<file path="config.mk">
export PLATFORM = sky130hd
export DESIGN_NAME = mstk_sat_add
export DESIGN_NICKNAME = d
export VERILOG_FILES = /design/src/rtl/core/mstk_pkg.sv /design/src/rtl/core/mstk_sat_add.sv
export SDC_FILE = /design/constraint.sdc
export NUM_CORES = 1
export LEC_CHECK = 0
export ABC_AREA = 1
export BUFFER_PORTS_ARGS = -buffer_cell sky130_fd_sc_hd__buf_2
export CORE_ASPECT_RATIO = 0.7
export CORE_MARGIN = 3
export CORE_UTILIZATION = 35
export DETAILED_ROUTE_END_ITERATION = 6
export GPL_ROUTABILITY_DRIVEN = 0
export PLACE_DENSITY = 0.67
export SKIP_LAST_GASP = 1
export SLEW_MARGIN = 20
export SYNTH_ARGS = -nofsm -noshare
export SYNTH_HDL_FRONTEND = slang
export SYNTH_SLANG_ARGS = --single-unit
</file>
<file path="constraint.sdc">
create_clock -name vclk -period 1.74
set_input_delay 0.087 -clock vclk [all_inputs]
set_output_delay 0.087 -clock vclk [all_outputs]
set_load 0.01 [all_outputs]
</file>
<file path="src/rtl/core/mstk_pkg.sv">
package mstk_pkg;

    localparam int EDGE_CAPACITY_DEF = 256;
    localparam int VERTEX_COUNT_DEF  = 64;
    localparam int WEIGHT_BITS_DEF   = 16;

    localparam int VTX_W   = 6;
    localparam int WGT_W   = 16;
    localparam int COST_W  = 22;
    localparam int MAX_EDGE_RESULTS = 63;

    localparam logic signed [COST_W-1:0] COST_MAX = 22'sh1FFFFF;
    localparam logic signed [COST_W-1:0] COST_MIN = -22'sh200000;

    typedef enum logic [3:0] {
        ST_LOAD,
        ST_SORT_RD,
        ST_SORT_CMP,
        ST_SORT_SHIFT,
        ST_SORT_PUT,
        ST_CLEAR,
        ST_SCAN_RD,
        ST_SCAN_ORD,
        ST_FIND_A,
        ST_FIND_B,
        ST_JOIN,
        ST_EMIT,
        ST_TOTAL,
        ST_WAIT
    } mstk_state_t;

    // shared weight comparator request
    typedef struct packed {
        logic signed [WGT_W-1:0] lhs;
        logic signed [WGT_W-1:0] rhs;
    } mstk_cmp_t;

endpackage

</file>
<file path="src/rtl/core/mstk_sat_add.sv">
module mstk_sat_add
    import mstk_pkg::*;
(
    input  logic signed [COST_W-1:0] acc,
    input  logic signed [WGT_W-1:0]  addend,
    output logic signed [COST_W-1:0] sum
);
    logic signed [COST_W:0] wide;
    always_comb
    begin
        wide = {acc[COST_W-1], acc} + {{(COST_W+1-WGT_W){addend[WGT_W-1]}}, addend};
        if (wide > $signed({COST_MAX[COST_W-1], COST_MAX}))
            sum = COST_MAX;
        else if (wide < $signed({COST_MIN[COST_W-1], COST_MIN}))
            sum = COST_MIN;
        else
            sum = wide[COST_W-1:0];
    end
endmodule
</file>
==> results of run 1 <==
==> per-layer routing <==
metal	track usage [%]	share of wire (%)
met5	0	0
met4	5.20	2.4
met3	2.58	7.1
met2	41.7	49
met1	31.5	42
==> layout make-up <==
| class | instances | area, µm² |
|---|---|---|
| Timing Repair Buffer | 146 | 1160 |
| Tap cell | 55 | 68.8 |
| Multi-Input combinational cell | 277 | 2080 |
| Fill cell | 298 | 958 |
| Inverter | 57 | 216 |
==> cell usage in the layout (no fill, tap or decap), types with 3 or more instances in the layout <==
cell	count
a21oi_1	8
a21oi_2	3
a21oi_4	5
buf_12	3
buf_2	43
buf_4	77
buf_6	19
ha_4	21
inv_1	44
inv_2	12
nand2_1	92
nand2_2	58
nand2_4	15
nand3_1	14
nand4_1	7
nor2_1	16
nor2_2	6
nor2_4	6
o21bai_1	3
xor2_1	10
==> Yosys cell counts (all sizes together), types with 2 or more instances <==
cell type and count:
xor2 10, o21bai 3, a21oi 16, nor3 2
xnor2 2, ha 22, nand4 7, inv 57
nand2 166, buf 4, nand3 16, nor2 28
==> through the flow <==
| stage | hold WS, ps | setup slack (ps) | util, % | cell area [µm²] | cells |
|---|---|---|---|---|---|
| after floorplan | 400 | 67.9 | - | 1690 | 338 |
| after global routing | 584 | -255 | 78.6 | 3520 | 535 |
| after detailed placement | 568 | -235 | 56.6 | 2540 | 513 |
| final | 559 | -174 | 78.6 | 3520 | 535 |
| after global placement | 565 | -178 | 56.6 | 2540 | 513 |
| after CTS | 554 | -52.2 | 69.5 | 3110 | 526 |
==> logic make-up after synthesis <==
kind of cell | synth area share, %
AND/OR/NAND/NOR | 55.0
XOR/XNOR | 6.23
adder cells (fa/ha/maj) | 17.5
AO/OA/AOI/OAI | 6.37
buffers and inverters | 14.9
==> final timing paths <==
kind                  start      to  slack [ps]  cells after the start
setup / recovery    acc[18]  sum[0]        -170                     15
hold / removal    addend[0]  sum[0]         560                      5
==> power breakdown <==
group / total, mW / switching (mW) / internal (mW)
Sequential: 0 / 0 / 0
Combinational: 1.80 / 0.909 / 0.894
Clock: 0 / 0 / 0
==> repair_timing <==
item | CTS | global route
gates resized for setup | 93 | 80
setup endpoints to repair | 22 | 22
gates cloned | 1 | 2
setup buffers | 13 | 7
pin swaps | 22 | 54
==> results.cfg, run 1 <==
[global_route]
antenna_found_initial = 0
grt_max_degree = 18
grt_overflow = 0
grt_use_total_pct = 23.9
grt_pass1_wl_mm = 11.1
grt_pass1_vias = 2500

[synthesis]
syn_area_per_cell_um2 = 4.99
netlist_instances = 338
yosysSeqAreaShare_pct = 0
yosys.cell_types.count = 22
synth_nets = 399
yosysWarnings = 0
yosys-top-cells-area = nand2_1 (34%), ha_1 (16%), inv_1 (12%), xor2_1 (5.2%), nor2_1 (5.1%)
synth_largest_area_cell = nand2_1
syn_area_mm2 = 0.00169
synth_top_area_share_pct = 34.2

[route]
ant_nets = 0
wire_per_inst_um = 15.4
routed_wl_mm = 8.22
drcViolationCount = 0
vias = 2716
drt_iter0_markers = 360
viasPerCell = 5.08
firstDrtPassIters = 4

[sta]
setup_tns_ps = -3270
rsz0062_at_grt = yes
timing.fmax_ghz = 0.523
slew_headroom_pct = 78.9
hold_viol = 0
setup_viol = 22
setup_slack_ps = -174
tightest_slew_ps = 314
final_max_slew_viol_count = 0
fin_crit_ps = 1910
period_share_pct = 110

[clock_tree]
ctsHoldBuffers = 0

[setup_path]
path_buf_inv = 5
cp.required_ps = 1650
crit_path_start_kind = input port
critPathMostFrequentCell = nand2_2
cp_slowest_cell = ha_4
cp_data_arrival_time_ps = 1830
slowest_delay_ps = 260
end_kind = primary output
crit_type = input port to primary output
critical_path.top_delay_family = simple AND/OR/NAND/NOR gates
crit_chain = buf_2 -> ha_4 -> buf_6 -> nand2_4 -> nand2_4 -> nand2_2 -> nand2_2 -> a21oi_4 -> nand4_1 -> nand2_2 -> inv_2 -> nand2_4 -> clkbuf_16 -> nand2_2 -> buf_6
cp_max_fo = 8

[final_layout]
seq_area_um2 = 0
fin_nets = 543
clockBufferCount = 0
n_sequential_cell = 0
diodes = 0
drive_gt1_share_pct = 58.1
synthToLayoutAreaGrowth_pct = 109

[run_status]
status = finished with violations
violations = setup timing

[flow_run]
cap_violations = 0

[pwr]
finalPower_mw = 1.80
powerDensity_mw_per_mm2 = 512
ir_drop_mv = 0.278
leakage_nw = 1.92

[floorplanning]
dieHeight_um = 64.1
die-area_mm2 = 0.00570
rows = 20
start_util_pct = 37.7
io_pins = 60
coreArea_mm2 = 0.00448
fp.dieW_um = 89

[worst_hold_path]
min_path_type = input port to primary output

[placement]
port_buffers = 60
dp_hpwl_mm = 4.71
Note: power is estimated with default switching activity, not from simulation.
==> run 2, diff against run 1 <==
- ABC_AREA: 1 -> unset
==> run 2 against run 1 <==
Effect of this change: routed wire length shrank 31%; synthesized cell count fell by 37%; setup slack lost 260 ps; die area fell by 4.0%; the run still ends with setup timing left.
==> results.cfg, run 2 <==
[final_layout]
fin_nets = 395
synthToLayoutAreaGrowth_pct = 78.4
drive_gt1_share_pct = 62.3
fillers = 350
final_cell_mix = buf_4 (67), buf_2 (53), maj3_2 (21)
seq_area_um2 = 0
fin_util_pct = 69.2
final_common_cell = buf_4
clockBufferCount = 0
n_sequential_cell = 0
diodes = 0

[route]
routed_wl_mm = 5.71
drt_iter0_markers = 127
vias = 2075
firstDrtPassIters = 4
wire_per_inst_um = 14.9
drcViolationCount = 0
ant_nets = 0
viasPerCell = 5.40

[floorplanning]
start_util_pct = 38.8
coreArea_mm2 = 0.00416
io_pins = 60
dieHeight_um = 62.8
fp.dieW_um = 87.2
die-area_mm2 = 0.00548
rows = 19

[sta]
tightest_slew_ps = 488
slew_headroom_pct = 67.0
period_share_pct = 125
final_max_slew_viol_count = 0
rsz0062_at_grt = yes
hold_viol = 0
setup_slack_ps = -436
fin_crit_ps = 2180
timing.fmax_ghz = 0.460
setup_viol = 22

[placement]
dp_hpwl_mm = 4.51
port_buffers = 60
pre_cts_ws_ps = -549

[pwr]
leakage_nw = 1.27
powerDensity_mw_per_mm2 = 529
ir_drop_mv = 0.473

[synthesis]
syn_area_mm2 = 0.00161
yosysWarnings = 0
synth_top_area_share_pct = 17.1
syn_area_per_cell_um2 = 7.58
synth_top_family_by_area = adder cells
synthAdderAreaFrac_pct = 32.9
yosysMostFrequentCell = a21oi_1
synth_largest_area_cell = ha_1
synth_nets = 274
synth_compound_area_share_pct = 32.2
yosys-top-cells-area = ha_1 (17%), maj3_2 (15%), a21oi_1 (8.1%), xor2_1 (4.9%), xnor2_1 (4.3%)
synth_commonest_cells = a21oi_1 (26), ha_1 (22), maj3_2 (21), nand2_1 (18), nor2_1 (11)
muxShareOfSynthArea_pct = 0
synth_simple_gate_area_share_pct = 16.0
netlist_instances = 213
yosysSeqAreaShare_pct = 0
yosys.cell_types.count = 44
synth_xor_area_share_pct = 10.2

[setup_path]
crit_end = sum[10]
crit_path_start = acc[13]
crit_type = input port to primary output
cp_data_arrival_time_ps = 2090
cp_max_fo = 6
cp.required_ps = 1650
crit_path_start_kind = input port
end_kind = primary output

[global_route]
grt_max_degree = 18
antenna_found_initial = 0
grt_overflow = 0
grt_pass1_wl_mm = 9.31
grt_use_total_pct = 20.4
grt_pass1_vias = 2014

[clock_tree]
ctsHoldBuffers = 0

[run_status]
status = finished with violations
violations = setup timing

[worst_hold_path]
min_path_type = input port to primary output

[flow_run]
cap_violations = 0
run 2: cell types whose count changed in the layout (fill, tap and decap cells not counted), moves of 11 or more:
cell	before	now
inv_2	12	1
nand2_2	58	2
buf_6	19	8
nand3_1	14	2
maj3_2	0	21
inv_1	44	9
nand2_1	92	17
nand2_4	15	1
run 2: logic make-up (layout without fill, tap and decap cells):
family	count (synthesis)	count (layout)
AO/OA/AOI/OAI	75	78
XOR/XNOR	18	18
adder cells (fa/ha/maj)	44	44
buffers and inverters	23	139
AND/OR/NAND/NOR	53	53
run 2: what timing repair did:
item                                    CTS  global route
endpoints found under the hold margin     0             0
gates cloned                              3             0
setup buffers                             1             1
pin swaps                                 7             6
endpoints found under the setup margin   22            22
gates resized for setup                  19             9
run 2: area by class of cell:
| type | count | area (µm²) | share of cell area (%) |
|---|---|---|---|
| Multi-Input combinational cell | 193 | 1900 | 65.9 |
| Inverter | 10 | 37.5 | 1.30 |
| Tap cell | 52 | 65.1 | 2.26 |
| Timing Repair Buffer | 129 | 878 | 30.5 |
run 2: how the worst min path moves through the flow:
stage | startpoint | to | cells past startpoint
2_1_floorplan | addend[0] | sum[0] | 2
3_3_place_gp | addend[0] | sum[0] | 4
3_5_place_dp | addend[0] | sum[0] | 4
4_1_cts | addend[0] | sum[0] | 4
5_1_grt | addend[0] | sum[0] | 4
6_report | addend[0] | sum[0] | 4
run 2: worst max-delay path, cell delays in order:
cell      delay [ps]
buf_2            100
ha_1             390
buf_4            180
nand2_1          110
o21ai_2          120
nand3b_1         220
buf_6            160
a31o_4           260
maj3_2           320
buf_2            140
run 2: stage by stage:
stage | cells | power, mW | TNS, ps | hold slack (ps) | cell area (µm²)
floorplan | 213 | 0.903 | -1010 | 465 | 1940
global placement | 379 | 1.37 | -10130 | 658 | 2690
detailed placement | 379 | 1.40 | -11520 | 673 | 2690
CTS | 383 | 1.49 | -8270 | 641 | 2840
global route | 384 | 1.65 | -10010 | 656 | 2880
finish | 384 | 1.52 | -8910 | 640 | 2880
run 2: per-layer routing:
| layer | global-route usage [%] | vias to the layer above | part of all wire [%] |
|---|---|---|---|
| met5 | 0 | - | 0 |
| met2 | 31.6 | 71 | 43 |
| met1 | 32.0 | 964 | 49 |
| met3 | 0.791 | 0 | 7.1 |
| met4 | 1.34 | 0 | 0 |
| li1 | - | 1040 | - |
run 2: report_power, final:
part	switching [mW]	internal [mW]	leakage, nW
Sequential	0	0	0
Clock	0	0	0
Combinational	0.737	0.787	1.27
