File: config.mk
export PLATFORM = sky130hd
export DESIGN_NAME = mstk_cmp
export DESIGN_NICKNAME = d
export VERILOG_FILES = /design/src/rtl/core/mstk_pkg.sv /design/src/rtl/core/mstk_cmp.sv
export SDC_FILE = /design/constraint.sdc
export NUM_CORES = 1
export LEC_CHECK = 0
export BUFFER_PORTS_ARGS = -buffer_cell sky130_fd_sc_hd__buf_2
export CORE_AREA = 2 2 39 41
export DETAILED_ROUTE_END_ITERATION = 10
export DIE_AREA = 0 0 41 43
export PLACE_DENSITY = 0.8
export SETUP_SLACK_MARGIN = 0.5
export SLEW_MARGIN = 5
export SYNTH_ARGS = -nofsm -noshare
export SYNTH_HDL_FRONTEND = slang
export SYNTH_SLANG_ARGS = --single-unit
File: constraint.sdc
create_clock -name vclk -period 1.3
set_clock_uncertainty 0.15 [all_clocks]
set_input_delay 0 -clock vclk [all_inputs]
set_output_delay 0 -clock vclk [all_outputs]
set_load 0.1 [all_outputs]
File: src/rtl/core/mstk_pkg.sv
package mstk_pkg;

    localparam int EDGE_CAPACITY_DEF = 256;
    localparam int VERTEX_COUNT_DEF  = 64;
    localparam int WEIGHT_BITS_DEF   = 16;

    localparam int VTX_W   = 6;
    localparam int WGT_W   = 16;
    localparam int COST_W  = 22;
    localparam int MAX_EDGE_RESULTS = 63;

    localparam logic signed [COST_W-1:0] COST_MAX = 22'sh1FFFFF;
    localparam logic signed [COST_W-1:0] COST_MIN = -22'sh200000;

    typedef enum logic [3:0] {
        ST_LOAD,
        ST_SORT_RD,
        ST_SORT_CMP,
        ST_SORT_SHIFT,
        ST_SORT_PUT,
        ST_CLEAR,
        ST_SCAN_RD,
        ST_SCAN_ORD,
        ST_FIND_A,
        ST_FIND_B,
        ST_JOIN,
        ST_EMIT,
        ST_TOTAL,
        ST_WAIT
    } mstk_state_t;

    // shared weight comparator request
    typedef struct packed {
        logic signed [WGT_W-1:0] lhs;
        logic signed [WGT_W-1:0] rhs;
    } mstk_cmp_t;

endpackage

File: src/rtl/core/mstk_cmp.sv
module mstk_cmp
    import mstk_pkg::*;
(
    input  mstk_cmp_t req,
    output logic      greater
);
    assign greater = req.lhs > req.rhs;
endmodule

==> results of run 1 <==
-- metrics by stage --
step                      total power [W]  utilization (%)  cells  hold WS [ns]
after floorplan                 0.0001329                -     58        0.4453
after global placement          0.0002116            46.75    111        0.7287
after detailed placement        0.0002218            46.75    111        0.7383
after CTS                       0.0002700            54.97    112        0.5056
after global routing            0.0003224            58.14    112        0.5422
final                           0.0002901            58.14    112        0.5024
-- area by class of cell --
type	count	area, um^2	area share (%)
Multi-Input combinational cell	41	465.4	57.85
Tap cell	16	20.02	2.488
Inverter	17	63.81	7.932
Timing Repair Buffer	38	255.2	31.73
-- kinds of logic after synthesis --
group,after synthesis,share of synthesized area (%)
buf+inv,17,15.32
fa+ha+maj,16,48.05
simple gates,11,15.32
compound gates,14,21.32
-- power groups by stage --
stage / Combinational, W / Sequential, W / Clock (W)
after floorplan: 0.000133 / 0 / 0
after global placement: 0.000212 / 0 / 0
after detailed placement: 0.000222 / 0 / 0
after CTS: 0.000270 / 0 / 0
after global routing: 0.000322 / 0 / 0
final: 0.000290 / 0 / 0
-- placed cells by master, fill, tap and decap left out, types with 2 or more instances in the layout --
cell and instances:
a21oi_1 6, buf_2 26, buf_4 5, buf_6 6, ha_1 10, ha_4 6, inv_1 12, inv_2 5
nand2_1 3, nand4_1 3, nor2_1 2
-- how the worst max path moves through the flow --
stage / startpoint / endpoint / slack [ns] / cells after the start
floorplan: req[1] / greater / -0.34 / 6
global placement: req[15] / greater / -0.43 / 8
detailed placement: req[1] / greater / -0.44 / 8
CTS: req[1] / greater / -0.24 / 8
global route: req[7] / greater / -0.30 / 8
finish: req[11] / greater / -0.23 / 8
-- timing repair --
item / in CTS / in global routing
pin swaps: 6 / 0
setup endpoints to repair: 1 / 1
buffers inserted: 1 / 0
gates resized for setup: 20 / 6
-- critical path: cells and delay by family --
family,cells,cell delay (ns)
and+or+nand+nor,2,0.67
adders and majority gates,1,0.26
buffers and inverters,3,0.30
AOI/OAI and AO/OA,2,0.14
-- routing by layer --
| metal | vias to the layer above | wire (um) | part of all wire, % | global-route usage [%] |
|---|---|---|---|---|
| met2 | 13 | 731 | 58 | 32.50 |
| li1 | 278 | - | - | - |
| met1 | 244 | 476 | 38 | 14.87 |
| met3 | 0 | 47 | 3.7 | 0 |
| met4 | 0 | 0 | 0 | 0 |
| met5 | - | 0 | 0 | 0 |
==> impl_metrics.env, run 1 <==
export IMPL_powerDensity_nw_per_um2=360.6
export IMPL_netSwitchingFraction_pct=46.83
export IMPL_nFlopsAndLatches=0
export IMPL_finalMaxSlewViolations=0
export IMPL_required_ns=1.15
export IMPL_netlist_top_cells_count="inv_1, ha_1, a21oi_1"
export IMPL_wirelength_um=1255
export IMPL_fin_crit_sh_pct=118.0
export IMPL_ys_seq_area_share_pct=0
export IMPL_hold_class="primary input to output pin"
export IMPL_synth_cell_types=16
export IMPL_fmax_ghz=0.6518
export IMPL_cp_arrival_ns=1.38
export IMPL_hold_end="greater"
export IMPL_nNetsFinal=146
export IMPL_die_h_um=43
export IMPL_maxCapViolCount=0
export IMPL_antenna_cells=0
export IMPL_layout_drive_gt1_share_pct=56.25
export IMPL_nClkBuffers=0
export IMPL_p_int_w=0.0001543
export IMPL_grt_pass1_wl_um=2021
export IMPL_rsz0062_at_grt="true"
export IMPL_holdPathStages=6
export IMPL_maxSlewHeadroom_pct=82.07
export IMPL_port_buffers=33
export IMPL_finalCriticalPeriod_ns=1.534
export IMPL_vias=535
export IMPL_dieArea_um2=1763
export IMPL_area_growth_pct=93.09
export IMPL_violations="setup timing"
export IMPL_gp_congestion=0.6510
export IMPL_syn_avg_cell_area_um2=7.184
export IMPL_yosys_area_top_type="ha_1"
export IMPL_synth_area_leaders="ha_1, inv_1, a21oi_1, nand4_1, nand4_2"
export IMPL_dpl_cell_area_um2=646.9
export IMPL_wl_per_cell_um=11.21
export IMPL_ios=33
export IMPL_drc_errors=0
export IMPL_initial_core_util_pct=30.11
export IMPL_pre_cts_slack_ns=-0.4370
export IMPL_synthCells=58
export IMPL_worst_setup_path_start_kind="primary input"
export IMPL_first_pass_iters=2
export IMPL_max_vdd_ir_drop_v=0.0001499
export IMPL_fin_setup_tns_ns=-0.2342
export IMPL_finalHoldViolations=0
export IMPL_setup_viol=1
export IMPL_yosys_area_top_type_share_pct=48.05
export IMPL_crit_chain="buf_2 > inv_2 > ha_4 > nand4_1 > or4_4 > o21ai_4 > a31oi_4 > buf_12"
export IMPL_switchingPower_w=0.0001359
export IMPL_leakage_nw=0.4359
export IMPL_grt_max_degree=4
export IMPL_fillers=118
export IMPL_vias_per_cell=4.777
export IMPL_ys_warn_count=0
export IMPL_grt_overflow=0
export IMPL_setup_ws_ns=-0.2342
export IMPL_cp_slowest_stage_delay_ns=0.55
export IMPL_pwr_share_seq_pct=0
export IMPL_core_um2=1384
export IMPL_crit_fanout=3
export IMPL_end_kind="output pin"
export IMPL_ant_nets=0
export IMPL_slowest_stage="or4_4"
export IMPL_antenna_found_initial=0
export IMPL_yosysMostFrequentCell="inv_1"
export IMPL_dpl_hpwl_um=980.8
export IMPL_combPwrFrac_pct=100.0
export IMPL_rows=14
export IMPL_netlist_area_um2=416.7
export IMPL_hold_buffers=0
export IMPL_grt_pass1_vias=592
export IMPL_outcome="finished with violations"
export IMPL_hold_start="req[31]"
export IMPL_drt_iter0_drc=5
export IMPL_pwr_share_clk_pct=0
export IMPL_track_usage_pct=15.08
export IMPL_register_area_um2=0
export IMPL_critical_path_class="primary input to output pin"
export IMPL_design_area_um2=804.5
export IMPL_worstMarginPinSlew_ns=0.2690
export IMPL_syn_nets=106
export IMPL_die_w_um=41
No activity file was read; power rests on OpenSTA's default activity.
==> run 2, diff against run 1 <==
- CELL_PAD_IN_SITES_DETAIL_PLACEMENT: not set -> 1
- CELL_PAD_IN_SITES_GLOBAL_PLACEMENT: not set -> 1
- CORE_AREA: 2 2 39 41 -> not set
- CORE_MARGIN: not set -> 2
- CORE_UTILIZATION: not set -> 24
- DIE_AREA: 0 0 41 43 -> not set
- PLACE_DENSITY: 0.8 -> 0.9
==> impl_metrics.env, run 2 (same netlist as run 1, synthesis figures left out) <==
export IMPL_worst_setup_path_start_kind="primary input"
export IMPL_layout_commonest_cell="buf_2"
export IMPL_port_buffers=33
export IMPL_holdPathStages=6
export IMPL_drt_iter0_drc=1
export IMPL_pre_cts_slack_ns=-0.2975
export IMPL_cp_depth=7
export IMPL_rows=15
export IMPL_finalHoldViolations=0
export IMPL_fmax_ghz=0.6516
export IMPL_worstMarginPinSlew_ns=0.2323
export IMPL_setup_viol=1
export IMPL_dpl_cell_count=113
export IMPL_crit_chain="buf_6 > ha_4 > nor2b_4 > o211ai_1 > a2111o_1 > a31oi_4 > buf_12"
export IMPL_register_area_um2=0
export IMPL_hold_worst_slack_ns=0.4905
export IMPL_grt_pass1_wl_um=2214
export IMPL_end_kind="output pin"
export IMPL_fin_total_pwr_w=0.0003223
export IMPL_slowest_stage="a2111o_1"
export IMPL_pwr_share_clk_pct=0
export IMPL_maxCapViolCount=0
export IMPL_antenna_found_initial=0
export IMPL_area_growth_pct=109.0
export IMPL_nFlopsAndLatches=0
export IMPL_hold_buffers=0
export IMPL_nNetsFinal=150
export IMPL_switchingPower_w=0.0001423
export IMPL_ant_nets=0
export IMPL_critical_path_top_delay_family="compound AO/OA/AOI/OAI gates"
export IMPL_setup_ws_ns=-0.2346
export IMPL_core_um2=1670
export IMPL_netSwitchingFraction_pct=44.14
export IMPL_hold_class="primary input to output pin"
export IMPL_fin_cells=117
export IMPL_grt_pass1_vias=586
export IMPL_rsz0062_at_grt="true"
export IMPL_leakage_nw=0.4569
export IMPL_drc_errors=0
export IMPL_initial_core_util_pct=24.94
export IMPL_crit_fanout=2
export IMPL_antenna_cells=0
export IMPL_vias_per_cell=4.846
export IMPL_track_usage_pct=13.82
export IMPL_powerDensity_nw_per_um2=370.2
export IMPL_max_vdd_ir_drop_v=0.0001876
export IMPL_critical_path_class="primary input to output pin"
export IMPL_dpl_hpwl_um=1069
export IMPL_cp_arrival_ns=1.38
export IMPL_wl_per_cell_um=11.04
export IMPL_finalMaxSlewViolations=0
export IMPL_ios=33
export IMPL_gp_congestion=0.6087
export IMPL_required_ns=1.15
export IMPL_die_h_um=45.67
export IMPL_path_buf_inv=2
export IMPL_finalCriticalPeriod_ns=1.535
export IMPL_pwr_share_seq_pct=0
export IMPL_wirelength_um=1292
export IMPL_fin_crit_sh_pct=118.0
export IMPL_p_int_w=0.0001801
export IMPL_dieArea_um2=2085
export IMPL_nClkBuffers=0
export IMPL_first_pass_iters=2
export IMPL_layout_common_cells="buf_2, inv_1, ha_1, buf_6, buf_4"
export IMPL_grt_max_degree=4
export IMPL_fin_setup_tns_ns=-0.2346
export IMPL_outcome="finished with violations"
export IMPL_cp_slowest_stage_delay_ns=0.46
export IMPL_grt_overflow=0
export IMPL_violations="setup timing"
export IMPL_layout_drive_gt1_share_pct=59.00
export IMPL_combPwrFrac_pct=100.0
export IMPL_vias=567
export IMPL_die_w_um=45.67
export IMPL_maxSlewHeadroom_pct=84.52
[run 2: cell types whose count changed in the layout (fill, tap and decap cells not counted), sizes merged]
cell and delta:
buf +4
[run 2: per-layer routing]
metal,track usage (%),vias up,wire length (um)
met2,30.14,17,757
li1,-,286,-
met4,0,0,0
met5,0,-,0
met3,0,0,63
met1,15.06,264,471
[run 2: timing repair]
item | 4_1_cts | 5_1_grt
setup buffers | 4 | 0
pin swaps | 10 | 4
resized for setup | 25 | 4
setup endpoints to repair | 1 | 1
[run 2: metrics by stage]
step,util (%),cell area [um^2]
6_report,52.13,870.8
5_1_grt,52.13,870.8
4_1_cts,50.94,850.8
3_5_place_dp,40.15,670.6
3_3_place_gp,40.15,670.6
2_1_floorplan,-,431.7
[run 2: worst min-delay path, stage by stage]
cell and delay, ns:
buf_2 0.10, ha_4 0.13, inv_1 0.04, o21ai_2 0.16, a31oi_4 0.04, buf_12 0.16
[run 2: layout make-up]
cell class | instances | area (um^2)
fillers | 207 | 799.5
multi-input cells | 41 | 481.7
repair buffers | 42 | 301.5
inverters | 17 | 66.31
well taps | 17 | 21.27
[run 2: power by group through the flow]
stage,registers [W],logic (W),clock network (W)
6_report,0,0.000322,0
3_3_place_gp,0,0.000231,0
5_1_grt,0,0.000360,0
3_5_place_dp,0,0.000240,0
4_1_cts,0,0.000314,0
2_1_floorplan,0,0.000133,0
[run 2: final timing paths]
kind / slack [ns] / from / to
setup / recovery: -0.23 / req[17] / greater
hold / removal: 0.49 / req[31] / greater
==> run 3, diff against run 2 <==
- BUFFER_PORTS_ARGS: -buffer_cell sky130_fd_sc_hd__buf_2 -> -buffer_cell sky130_fd_sc_hd__buf_4
==> impl_metrics.env, run 3 (same netlist as run 1, synthesis figures left out) <==
export IMPL_layout_commonest_cell="buf_4"
export IMPL_violations="setup timing"
export IMPL_crit_chain="buf_4 > inv_1 > ha_4 > nand4_4 > or4_4 > o21ai_4 > a31oi_4 > buf_12"
export IMPL_hold_worst_slack_ns=0.4750
export IMPL_fin_crit_sh_pct=117.4
export IMPL_dpl_cell_count=112
export IMPL_cp_depth=8
export IMPL_dpl_cell_area_um2=730.7
export IMPL_antenna_cells=0
export IMPL_nNetsFinal=145
export IMPL_netSwitchingFraction_pct=44.46
export IMPL_fin_cells=112
export IMPL_top_usage_layer="met2"
export IMPL_wirelength_um=1333
export IMPL_grt_max_degree=4
export IMPL_vias=539
export IMPL_ant_nets=0
export IMPL_die_h_um=45.67
export IMPL_design_area_um2=863.3
export IMPL_powerDensity_nw_per_um2=366.4
export IMPL_grt_overflow=0
export IMPL_max_vdd_ir_drop_v=0.0001964
export IMPL_vias_per_cell=4.813
export IMPL_nClkBuffers=0
export IMPL_setup_viol=1
export IMPL_grt_pass1_vias=590
export IMPL_finalHoldViolations=0
export IMPL_combPwrFrac_pct=100.0
export IMPL_register_area_um2=0
export IMPL_gp_congestion=0.6425
export IMPL_fmax_ghz=0.6551
export IMPL_fillers=203
export IMPL_hold_class="primary input to output pin"
export IMPL_switchingPower_w=0.0001407
export IMPL_end_kind="output pin"
export IMPL_nFlopsAndLatches=0
export IMPL_wl_per_cell_um=11.90
export IMPL_ios=33
export IMPL_setup_ws_ns=-0.2266
export IMPL_p_int_w=0.0001757
export IMPL_die_w_um=45.67
export IMPL_leakage_nw=0.4526
export IMPL_cp_slowest_stage_delay_ns=0.53
export IMPL_fin_setup_tns_ns=-0.2266
export IMPL_holdPathStages=6
export IMPL_slowest_stage="or4_4"
export IMPL_rsz0062_at_grt="true"
export IMPL_maxCapViolCount=0
export IMPL_grtUsageMet1_pct=13.88
export IMPL_worst_setup_path_start_kind="primary input"
export IMPL_grt_util_met3_pct=0
export IMPL_dpl_hpwl_um=1152
export IMPL_layout_drive_gt1_share_pct=53.68
export IMPL_worstMarginPinSlew_ns=0.2505
export IMPL_grt_pass1_wl_um=2180
export IMPL_finish_utilization_pct=51.69
export IMPL_pwr_share_clk_pct=0
export IMPL_port_buffers=33
export IMPL_outcome="finished with violations"
export IMPL_path_buf_inv=3
export IMPL_dieArea_um2=2085
export IMPL_track_usage_pct=13.74
export IMPL_layout_common_cells="buf_4, inv_1, ha_1"
export IMPL_drc_errors=0
export IMPL_pwr_share_seq_pct=0
export IMPL_finalMaxSlewViolations=0
export IMPL_drt_iter0_drc=1
export IMPL_rows=15
export IMPL_first_pass_iters=4
export IMPL_core_um2=1670
export IMPL_hold_buffers=0
export IMPL_critical_path_top_delay_family="simple AND/OR/NAND/NOR gates"
export IMPL_antenna_found_initial=0
export IMPL_finalCriticalPeriod_ns=1.527
export IMPL_area_growth_pct=107.2
export IMPL_cp_arrival_ns=1.38
export IMPL_crit_fanout=2
export IMPL_critical_path_class="primary input to output pin"
export IMPL_initial_core_util_pct=24.94
export IMPL_maxSlewHeadroom_pct=83.30
export IMPL_use_met2_pct=31.27
export IMPL_required_ns=1.15
-- run 3: cell types whose count changed in the layout (fill, tap and decap cells not counted), moves of 3 or more --
cell,previous run,this run
buf_4,8,35
buf_2,24,0
buf_6,9,1
inv_1,12,16
inv_2,4,1
-- run 3: layout make-up --
type                            count  area [um^2]  share of cell area (%)
Tap cell                           17        21.27                   2.464
Timing Repair Buffer               37        294.0                   34.06
Inverter                           17        63.81                   7.391
Multi-Input combinational cell     41        484.2                   56.09
-- run 3: worst paths after layout --
check / to / slack, ns / startpoint
worst max-delay path: greater / -0.23 / req[14]
worst min-delay path: greater / 0.47 / req[31]
-- run 3: what timing repair did --
action                                 4_1_cts  5_1_grt
gates resized for setup                     10        9
pin swaps                                    2        3
endpoints found under the hold margin        0        0
setup endpoints to repair                    1        1
setup buffers                                0        0
-- run 3: per-layer routing --
layer	up-vias	part of all wire [%]
met5	-	0
met1	240	37
met3	0	4.0
met4	0	0
li1	280	-
met2	19	59
-- run 3: power by group through the flow --
stage	registers (W)	logic, W	clock network (W)
2_1_floorplan	0	0.000133	0
3_3_place_gp	0	0.000244	0
3_5_place_dp	0	0.000255	0
4_1_cts	0	0.000291	0
5_1_grt	0	0.000351	0
6_report	0	0.000316	0
-- run 3: metrics by stage --
step / total power, W / worst slack, ns
2_1_floorplan: 0.0001329 / -0.3352
3_3_place_gp: 0.0002439 / -0.3372
3_5_place_dp: 0.0002548 / -0.3775
4_1_cts: 0.0002905 / -0.2545
5_1_grt: 0.0003507 / -0.2908
6_report: 0.0003163 / -0.2266
